$ cat src/hw/rtl/tcw_pkg.sv
`timescale 1ns / 1ps
// ----------------------------------------------------------------------------
// tcw_pkg
// Shared types and constants for the text console writer.
// ----------------------------------------------------------------------------
package tcw_pkg;

   localparam int DEF_MAX_COLUMNS = 80;
   localparam int DEF_MAX_ROWS    = 25;

   localparam int COL_W  = 7;
   localparam int ROW_W  = 5;
   localparam int ATTR_W = 16;
   localparam int CHAR_W = 8;
   localparam int IDX_W  = 11;
   localparam int MAC_W  = COL_W + ROW_W + 1;

   localparam logic [CHAR_W-1:0] NEWLINE_CODE = 8'd10;

   localparam logic OP_PUT  = 1'b0;
   localparam logic OP_READ = 1'b1;

   localparam logic [1:0] REG_COLUMNS   = 2'd0;
   localparam logic [1:0] REG_ROWS      = 2'd1;
   localparam logic [1:0] REG_ATTRIBUTE = 2'd2;

   localparam logic [COL_W-1:0]  COLUMNS_RESET   = 7'd80;
   localparam logic [ROW_W-1:0]  ROWS_RESET      = 5'd25;
   localparam logic [ATTR_W-1:0] ATTRIBUTE_RESET = 16'h0700;

   // request to the shared multiply-add unit: a * b + c
   typedef struct packed {
      logic             en;
      logic [COL_W-1:0] a;
      logic [ROW_W-1:0] b;
      logic [COL_W-1:0] c;
   } mac_req_type;

endpackage

$ cat src/hw/rtl/tcw_mac.sv
`timescale 1ns / 1ps
// ----------------------------------------------------------------------------
// tcw_mac
// Shared multiply-add unit with a registered result, used for cell
// addresses and for the size of the scroll region.
// ----------------------------------------------------------------------------
module tcw_mac import tcw_pkg::*; (
   input  logic             clock,
   input  mac_req_type      req,
   output logic [MAC_W-1:0] res
);

   logic [MAC_W-1:0] res_ff;
   logic [MAC_W-1:0] res_in;

   assign res_in = MAC_W'(MAC_W'(req.a) * MAC_W'(req.b)) + MAC_W'(req.c);

   always_ff @(posedge clock) begin
      if (req.en) begin
         res_ff <= res_in;
      end
   end

   assign res = res_ff;

endmodule

$ cat config.mk
export PLATFORM = sky130hd
export DESIGN_NAME = tcw_mac
export DESIGN_NICKNAME = d
export VERILOG_FILES = /design/src/hw/rtl/tcw_pkg.sv /design/src/hw/rtl/tcw_mac.sv
export SDC_FILE = /design/constraint.sdc
export NUM_CORES = 1
export LEC_CHECK = 0
export BUFFER_PORTS_ARGS = -buffer_cell sky130_fd_sc_hd__clkbuf_2
export CAP_MARGIN = 40
export CORE_ASPECT_RATIO = 1.2
export CORE_UTILIZATION = 55
export CTS_CLUSTER_DIAMETER = 40
export CTS_CLUSTER_SIZE = 10
export DETAILED_ROUTE_END_ITERATION = 8
export PLACE_DENSITY = 0.8
export RECOVER_POWER = 100
export SYNTH_ARGS = -nofsm -noshare
export SYNTH_HDL_FRONTEND = slang
export SYNTH_SLANG_ARGS = --single-unit
$ cat constraint.sdc
create_clock -name clock -period 3.9 [get_ports clock]
set_clock_uncertainty 0.15 [all_clocks]
set_input_delay 0.39 -clock clock [delete_from_list [all_inputs] [get_ports clock]]
set_output_delay 0.39 -clock clock [all_outputs]
set_load 0.05 [all_outputs]
* Word level (Yosys, flattened, before mapping) *
Cells that the tools add are included.

storage, ports and cells
  register bits = 13
  latch bits = 0
  bits in writable memories = 0
  ROM bits = 0
  bits of input ports = 21
  output and inout bits = 13
  logic and storage cells = 3
  memories = 0

cells by class
  $add $sub $neg = 1
  $mul = 1
  div/mod/pow operators = 0
  $lt $le $gt $ge = 0
  equal/unequal tests = 0
  shifts and indexed selects = 0
  muxes and demuxes = 0
  bitwise logic cells = 0
  reductions and logical operators = 0

operators with widths
  cell                        number
  adder 12 x 7 -> 13 bit      1
  multiplier 7 x 5 -> 12 bit  1

* Logic depth before layout (Yosys ltp) *
Gate-level depths: netlist (run 1).

  depth after elaboration = 2
  gate-level depth with buffers = 13
  gate-level depth less buffers = 13

* Worst setup path after synthesis (run 1) *
OpenSTA, ideal clock, no wires.

  path type = input to register
  from = input port req[14] (netlist name)
  to = register res_ff[11], in the netlist res[11] (data pin)
  library setup time = 0.258 ns
  arrival time = 3.275 ns
  required time = 3.492 ns
  path slack = 0.217 ns
  cell stages on the path = 11
  path buffers = 0
  path through = and2_1 > fa_1 > fa_1 > inv_1 > fa_1 > inv_1 > ha_1 > and4_1 > a211o_1 > a21oi_2 > xnor2_1

between the ends
  cells in the longest elaborated chain, start to end = 2

RTL lines
  element                     line           source
  start: declaration          tcw_mac.sv:9   input mac_req_type req,
  multiplier 7 x 5 -> 12 bit  tcw_mac.sv:16  assign res_in = MAC_W'(MAC_W'(req.a) * MAC_W'(req.b)) + MAC_W'(req.c);
  adder 12 x 7 -> 13 bit      tcw_mac.sv:16
  net res_in[11]              tcw_mac.sv:14  logic [MAC_W-1:0] res_in;
  end signal: assignment      tcw_mac.sv:20  res_ff <= res_in;
  end: declaration            tcw_mac.sv:13  logic [MAC_W-1:0] res_ff;

The timed path passes the listed nets, and every way through them passes these cells.
A chain may end at the register's enable or synchronous reset.

* Final worst setup path (run 1) *
  from = input port req[11] (netlist name)
  to = register res_ff[9], in the netlist res[9] (data pin)

Same word-level chain as after synthesis.

==> results of run 1 <==
[critical path: stages]
cell       delay [ns]
clkbuf_2         0.14
nand2_1          0.09
fa_1             0.53
fa_1             0.54
fa_1             0.55
inv_1            0.04
ha_1             0.33
o21ai_1          0.18
o21ai_2          0.11
a2111oi_2        0.39
nor3_1           0.10
xor2_1           0.15
[final timing paths]
check             cells after the start  slack [ns]  startpoint          endpoint
setup / recovery                     12        0.23     req[11]  res[9]$_DFFE_PP_
hold / removal                        2        0.30      req[0]  res[0]$_DFFE_PP_
[cell usage after synthesis, drive strengths merged (2+ instances only)]
cell type	instances
inv	39
ha	23
fa	22
nand2	19
and2	18
edfxtp	13
xnor2	5
a21oi	4
o21ai	4
a211oi	3
nor3	3
nand3	2
nor2b	2
xor2	2
[cell families after synthesis]
| logic type | share of synthesized area |
|---|---|
| AO/OA/AOI/OAI | 0.0805 |
| XOR/XNOR | 0.0358 |
| adder cells (fa/ha/maj) | 0.426 |
| buffers and inverters | 0.0856 |
| flip-flops | 0.228 |
| AND/OR/NAND/NOR | 0.144 |
[through the flow]
step	hold slack [ns]	setup slack, ns	utilization	instance area (µm²)	total power, mW
after global placement	0.579	0.0360	0.688	1970	0.920
after CTS	0.310	0.211	0.698	2000	1.03
after global routing	0.307	0.0504	0.685	1960	1.09
after floorplan	0.352	0.217	-	1710	0.768
final	0.305	0.229	0.685	1960	1.00
after detailed placement	0.590	-0.0876	0.688	1970	0.948
[per-layer routing]
metal	global-route usage	wire length, µm
met1	0.265	1150
met4	0.0428	15
met2	0.440	1920
met3	0.0242	121
met5	0	0
[where the power goes]
group          switching (mW)  total, mW  internal (mW)
clock network          0.0441     0.0820         0.0379
registers              0.0117      0.238          0.226
logic                   0.438      0.684          0.246
total                   0.493       1.00          0.510
[area by class of cell]
cell class	instances	area (µm²)	share of cell area
repair buffers	40	193	0.0982
inverters	39	146	0.0746
multi-input cells	115	1160	0.593
flip-flops and latches	13	390	0.199
well taps	34	42.5	0.0217
clock buffers	3	22.5	0.0115
clock inverters	1	5.00	0.00255
==> flow_summary.ini, run 1 <==
[run_status]
status = finished clean

[clock_network]
htreeDepth = 1
cts_buffers = 3
cts_tree = yes
postCtsSetupBuffers = 0
clockBufferDepth = 2
cts_resized = 0
cts_root_buffer = clkbuf_4
cts.sinks = 13
clk_pin_slew_worst_paths_ns = 0.08
ctsHoldBuffers = 0

[die]
num_rows = 21
core-area_mm2 = 0.00286
die_area_mm2 = 0.00334
dieHeight_um = 63.1
pin_count = 34
die_x_um = 52.9
start_util = 0.597

[logic_synthesis]
synth_warnings = 0
synth.area.top_cells = fa_1 26%, edfxtp_1 23%, ha_1 17%
synth_top_area_share = 0.257
synth.net_count = 233
synth-seq-area-share = 0.228
postSynth.asyncResetShare = 0
synth-seq-cells = 13
syn_inst = 167
synth_edf_count = 13
avgSynthCellArea_um2 = 10.2
synth.distinct_cells = 24
yosys_most_used_dff = edfxtp_1
netlist_area_mm2 = 0.00171
synth_area_leader_cell = fa_1

[power]
ir_drop_mv = 0.455
power_density_mw_per_mm2 = 511
power.leakage_nw = 0.998

[layout]
finalNonFillerCells = 245
largest_reg_flops = 13
num_antenna_cells = 0
drive_gt1_frac = 0.161
syn2layout_area_growth_pct = 14.8
final_common_cell = inv_1
layout_common_cells = 39 x inv_1, 23 x ha_1, 22 x fa_1
fillers = 230
fin_nets = 278

[place]
dp_cells = 241
globalplace.congestion = 0.799
port_buffers = 33
dpl.hpwl_mm = 2.83

[timing]
maxSlewHeadroom = 0.555
fin_tns_setup_ns = 0
slew_viol_final = 0
worstMarginPinSlew_ns = 0.667
fin_crit_ns = 3.67
finalCritPeriodShare = 0.941
hold_viol = 0
rsz0062_at_grt = false
final-setup-viol-count = 0
fmax_mhz = 272

[min_path]
hold_path_class = in -> reg

[global_routing]
grt.overflow.total = 0
grtUsageTotal = 0.230
grt_pass1_wl_mm = 5.76
antenna_found_initial = 0
grt_pass1_vias = 1391
grt_max_degree = 14

[setup_path]
critPathArrivalTime_ns = 3.54
crit_required_ns = 3.77
critPathMaxFanout = 7
startpoint_type = input pin
critical_path_class = in -> reg
endpoint_kind = flop

[drt]
routed_wl_mm = 3.21
first_pass_iters = 4
vias = 1310
viasPerCell = 5.35
route.detailed.drc = 0
first_iter_violations = 28
wl_per_cell_um = 13.1
postRouteAntennaNets = 0

[flow_run]
max-cap-violations = 0
(Power assumes the default switching activity.)
==> run 2: changes to the inputs <==
--- a/config.mk
+++ b/config.mk
@@ -5,14 +5,14 @@
 export SDC_FILE = /design/constraint.sdc
 export NUM_CORES = 1
 export LEC_CHECK = 0
-export BUFFER_PORTS_ARGS = -buffer_cell sky130_fd_sc_hd__clkbuf_2
 export CAP_MARGIN = 40
-export CORE_ASPECT_RATIO = 1.2
+export CORE_ASPECT_RATIO = 1.1
 export CORE_UTILIZATION = 55
 export CTS_CLUSTER_DIAMETER = 40
 export CTS_CLUSTER_SIZE = 10
 export DETAILED_ROUTE_END_ITERATION = 8
-export PLACE_DENSITY = 0.8
+export DONT_BUFFER_PORTS = 1
+export PLACE_DENSITY = 0.7
 export RECOVER_POWER = 100
 export SYNTH_ARGS = -nofsm -noshare
 export SYNTH_HDL_FRONTEND = slang
==> constraint.sdc (replaced) <==
create_clock -name clock -period 3.9 [get_ports clock]
set_clock_uncertainty 0.15 [all_clocks]
set_input_delay 0.78 -clock clock [delete_from_list [all_inputs] [get_ports clock]]
set_output_delay 0.78 -clock clock [all_outputs]
set_load 0.05 [all_outputs]
==> run 2 against run 1 <==
Effect of this change:
- sequential share of layout area grew 0.71 points
- wire length shrank 2.1%
- clock power is essentially flat
- via count shrank 10%
- non-clock buffer count shrank 31
- highest routed layer unchanged
- fmax shrank 2.2%
- final area shrank 3.4%
- critical path depth is the same
==> flow_summary.ini, run 2 (synthesized netlist as in run 1, its figures left out) <==
[min_path]
hp-start = req[19]
hold_depth = 0
hold_path_class = in -> reg
min_to = res[0]$_DFFE_PP_

[power]
power_density_mw_per_mm2 = 561
power.leakage_nw = 0.918
total_power_mw = 1.06
ir_drop_mv = 0.422

[clock_network]
cts.sinks = 13
clockBufferDepth = 2
cts_buffers = 3
postCtsSetupBuffers = 0
htreeDepth = 1
ctsHoldBuffers = 0
cts_tree = yes
clk_pin_slew_worst_paths_ns = 0.08
cts_root_buffer = clkbuf_4

[layout]
syn2layout_area_growth_pct = 10.8
finalNonFillerCells = 213
fillers = 234
num_antenna_cells = 0
largest_reg_flops = 13
final_common_cell = inv_1
layout_common_cells = 38 x inv_1, 22 x fa_1, 20 x ha_1
fin_nets = 247
drive_gt1_frac = 0.133

[setup_path]
critPathMaxFanout = 5
critPathArrivalTime_ns = 3.62
endpoint_kind = flop
critical_path_class = in -> reg
startpoint_type = input pin
crit_required_ns = 3.76

[flow_run]
max-cap-violations = 0

[timing]
fin_crit_ns = 3.75
fmax_mhz = 266
hold_viol = 0
final-setup-viol-count = 0
finalCritPeriodShare = 0.963
maxSlewHeadroom = 0.684
worstMarginPinSlew_ns = 0.475
final.setup.worst_slack_ns = 0.146
slew_viol_final = 0

[run_status]
status = finished clean

[die]
num_rows = 20
dieHeight_um = 60.5
core-area_mm2 = 0.00285
die_area_mm2 = 0.00334
pin_count = 34
die_x_um = 55.2
start_util = 0.600

[global_routing]
grtUsageTotal = 0.233
grt.overflow.total = 0
grt_pass1_wl_mm = 5.51
antenna_found_initial = 0
grt_max_degree = 14
grt_pass1_vias = 1260

[place]
port_buffers = 0
dp_slack_ns = -0.140
globalplace.congestion = 0.884
dp_cells = 209
dpl.hpwl_mm = 2.68

[drt]
first_pass_iters = 4
postRouteAntennaNets = 0
first_iter_violations = 21
viasPerCell = 5.51
vias = 1173
routed_wl_mm = 3.14
wl_per_cell_um = 14.7
route.detailed.drc = 0
run 2: layer usage:
layer,global-route usage,part of all wire,vias to the layer above
met4,0.0321,0.0073,0
li1,-,-,555
met3,0.0451,0.023,2
met2,0.427,0.57,18
met5,0,0,-
met1,0.285,0.40,598
run 2: worst max-delay path by stage:
stage / from / end / slack, ns / cells past startpoint
after floorplan: req[12] / res[9]$_DFFE_PP_ / 0.006 / 11
final: req[15] / res[9]$_DFFE_PP_ / 0.15 / 12
after CTS: req[12] / res[9]$_DFFE_PP_ / 0.15 / 11
after detailed placement: req[12] / res[9]$_DFFE_PP_ / -0.14 / 11
after global routing: req[16] / res[9]$_DFFE_PP_ / -0.02 / 13
after global placement: req[12] / res[9]$_DFFE_PP_ / -0.09 / 11
run 2: power breakdown:
group          internal (mW)  switching, mW  total (mW)
Sequential             0.231          0.176       0.408
Combinational          0.286          0.287       0.574
Clock                 0.0397         0.0423      0.0820
run 2: critical path, stage by stage:
cell,delay (ns)
and2_1,0.15
fa_1,0.52
fa_1,0.50
inv_1,0.05
fa_1,0.53
inv_1,0.06
ha_4,0.27
o21ai_2,0.05
o21ai_2,0.26
a2111oi_4,0.12
nor3_1,0.20
xor2_1,0.11
run 2: stage by stage:
| stage | util | setup TNS [ns] | hold slack [ns] | area [µm²] |
|---|---|---|---|---|
| after global routing | 0.664 | -0.0159 | 0.441 | 1900 |
| final | 0.664 | 0 | 0.456 | 1900 |
| after CTS | 0.661 | 0 | 0.458 | 1890 |
| after global placement | 0.652 | -0.329 | 0.743 | 1860 |
| after detailed placement | 0.652 | -0.487 | 0.743 | 1860 |
| after floorplan | - | 0 | 0.742 | 1750 |
run 2: area by class of cell:
class,count,area [µm²],share of cell area
multi-input cells,115,1230,0.648
flip-flops and latches,13,390,0.206
inverters,39,146,0.0772
repair buffers,9,63.8,0.0337
well taps,33,41.3,0.0218
clock buffers,4,26.3,0.0139
run 2: what timing repair did:
item,4_1_cts,5_1_grt
endpoints found under the setup margin,0,1
endpoints found under the hold margin,0,0
gates resized for setup,0,1
==> run 3: changes to the inputs <==
==> constraint.sdc (replaced) <==
create_clock -name clock -period 4.4 [get_ports clock]
set_clock_uncertainty 0.15 [all_clocks]
set_input_delay 0.88 -clock clock [delete_from_list [all_inputs] [get_ports clock]]
set_output_delay 0.88 -clock clock [all_outputs]
set_load 0.05 [all_outputs]
==> run 3 against run 2 <==
Effect of this change:
- sequential power shrank 12%
- wire length decreased by 8.4%
- highest routed layer unchanged
- final area fell by 6.9%
- power decreased by 24%
- via count shrank 2.5%
- core utilization fell by 4.6 points
- clock power down 9.4%
- global-route usage decreased by 2.7 points
- combinational power is 35% lower
- clock-buffer cell count stayed put
- die area unchanged
- largest power group unchanged
==> flow_summary.ini, run 3 (synthesized netlist as in run 1, its figures left out) <==
[setup_path]
crit_path_frequent_cell = fa_1
cpPeakStageDelay_ns = 0.55
cp.depth = 12
cp_cell_sequence = and2_1 -> fa_1 -> fa_1 -> inv_1 -> fa_1 -> inv_1 -> ha_1 -> o21ai_1 -> o21ai_0 -> a2111oi_0 -> nor3_1 -> xor2_1
critPathArrivalTime_ns = 3.99
crit_path_top_delay_cell = fa_1
path_buf_inv = 2
crit_required_ns = 4.28
endpoint = res[9]$_DFFE_PP_
startpoint_type = input pin
endpoint_kind = flop
critical_path_class = in -> reg
cp_top_family = adder cells
crit_start = req[13]
critPathMaxFanout = 5

[die]
dieHeight_um = 60.5
core-area_mm2 = 0.00285
die_area_mm2 = 0.00334
pin_count = 34
num_rows = 20
start_util = 0.600
die_x_um = 55.2

[global_routing]
grt_pass1_wl_mm = 4.95
antenna_found_initial = 0
grt_max_degree = 14
grt_pass1_vias = 1169
grtUsageTotal = 0.206
grt.overflow.total = 0

[layout]
final_common_cell = inv_1
syn2layout_area_growth_pct = 3.22
postLayoutCellArea_mm2 = 0.00177
fillers = 252
largest_reg_flops = 13
drive_gt1_frac = 0.0465
layout_common_cells = 39 x inv_1, 23 x ha_1, 22 x fa_1
fin_nets = 239
num_antenna_cells = 0

[clock_network]
htreeDepth = 1
cts_root_buffer = clkbuf_4
clockBufferDepth = 2
cts_buffers = 3
cts_resized = 0
postCtsSetupBuffers = 0
cts.sinks = 13
clk_pin_slew_worst_paths_ns = 0.08
cts_tree = yes
ctsHoldBuffers = 0

[drt]
wl_per_cell_um = 14.0
first_pass_iters = 4
viasPerCell = 5.58
route.detailed.drc = 0
first_iter_violations = 59
routed_wl_mm = 2.88
vias = 1144
postRouteAntennaNets = 0

[timing]
fin_crit_ns = 4.11
worstMarginPinSlew_ns = 0.468
hold_ws_ns = 0.559
rsz0062_at_grt = false
finalCritPeriodShare = 0.935
final-setup-viol-count = 0
hold_viol = 0
maxSlewHeadroom = 0.688
fmax_mhz = 243
slew_viol_final = 0
fin_tns_setup_ns = 0

[power]
ir_drop_mv = 0.480
power_density_mw_per_mm2 = 458
power.leakage_nw = 0.875

[place]
place_area_mm2 = 0.00176
dpl.hpwl_mm = 2.50
port_buffers = 0
globalplace.congestion = 0.797

[run_status]
status = finished clean

[min_path]
hold_path_class = in -> reg
hold_depth = 0

[flow_run]
max-cap-violations = 0
[run 3: changes by cell type in the layout (fill, tap and decap cells not counted), sizes merged]
cell | before | now
buf | 8 | 1
clkbuf | 5 | 4
[run 3: per-layer routing]
| metal | wire length, µm | GRT usage | share of wire | vias up |
|---|---|---|---|---|
| met2 | 1560 | 0.344 | 0.54 | 21 |
| met1 | 1200 | 0.279 | 0.42 | 577 |
| met3 | 95 | 0.0426 | 0.033 | 4 |
| met4 | 25 | 0.0321 | 0.0087 | 0 |
| met5 | 0 | 0 | 0 | - |
| li1 | - | - | - | 542 |
[run 3: area by class of cell]
| cell class | count | area [µm²] | area share |
|---|---|---|---|
| clock buffer | 4 | 26.3 | 0.0149 |
| inverter | 39 | 146 | 0.0829 |
| multi-input combinational | 115 | 1150 | 0.653 |
| sequential | 13 | 390 | 0.221 |
| tap | 33 | 41.3 | 0.0234 |
| timing repair buffer | 1 | 7.51 | 0.00425 |
[run 3: worst min-delay path by stage]
stage | startpoint | to | slack, ns
after detailed placement | req[19] | res[8]$_DFFE_PP_ | 0.84
after CTS | req[19] | res[8]$_DFFE_PP_ | 0.55
after global routing | req[19] | res[7]$_DFFE_PP_ | 0.54
after floorplan | req[19] | res[0]$_DFFE_PP_ | 0.84
after global placement | req[19] | res[8]$_DFFE_PP_ | 0.84
final | req[19] | res[8]$_DFFE_PP_ | 0.56
[run 3: report_power, final]
group | internal (mW) | switching, mW | leakage, nW
Clock | 0.0352 | 0.0391 | 0.0150
Sequential | 0.205 | 0.156 | 0.127
Combinational | 0.171 | 0.202 | 0.734
Total | 0.411 | 0.398 | 0.875
[run 3: through the flow]
| step | instances | util | setup WS [ns] | power [mW] |
|---|---|---|---|---|
| after global placement | 201 | 0.617 | 0.102 | 0.754 |
| after CTS | 205 | 0.626 | 0.354 | 0.840 |
| final | 205 | 0.619 | 0.285 | 0.809 |
| after global routing | 205 | 0.619 | 0.137 | 0.880 |
| after floorplan | 167 | - | 0.227 | 0.681 |
| after detailed placement | 201 | 0.617 | 0.0660 | 0.766 |
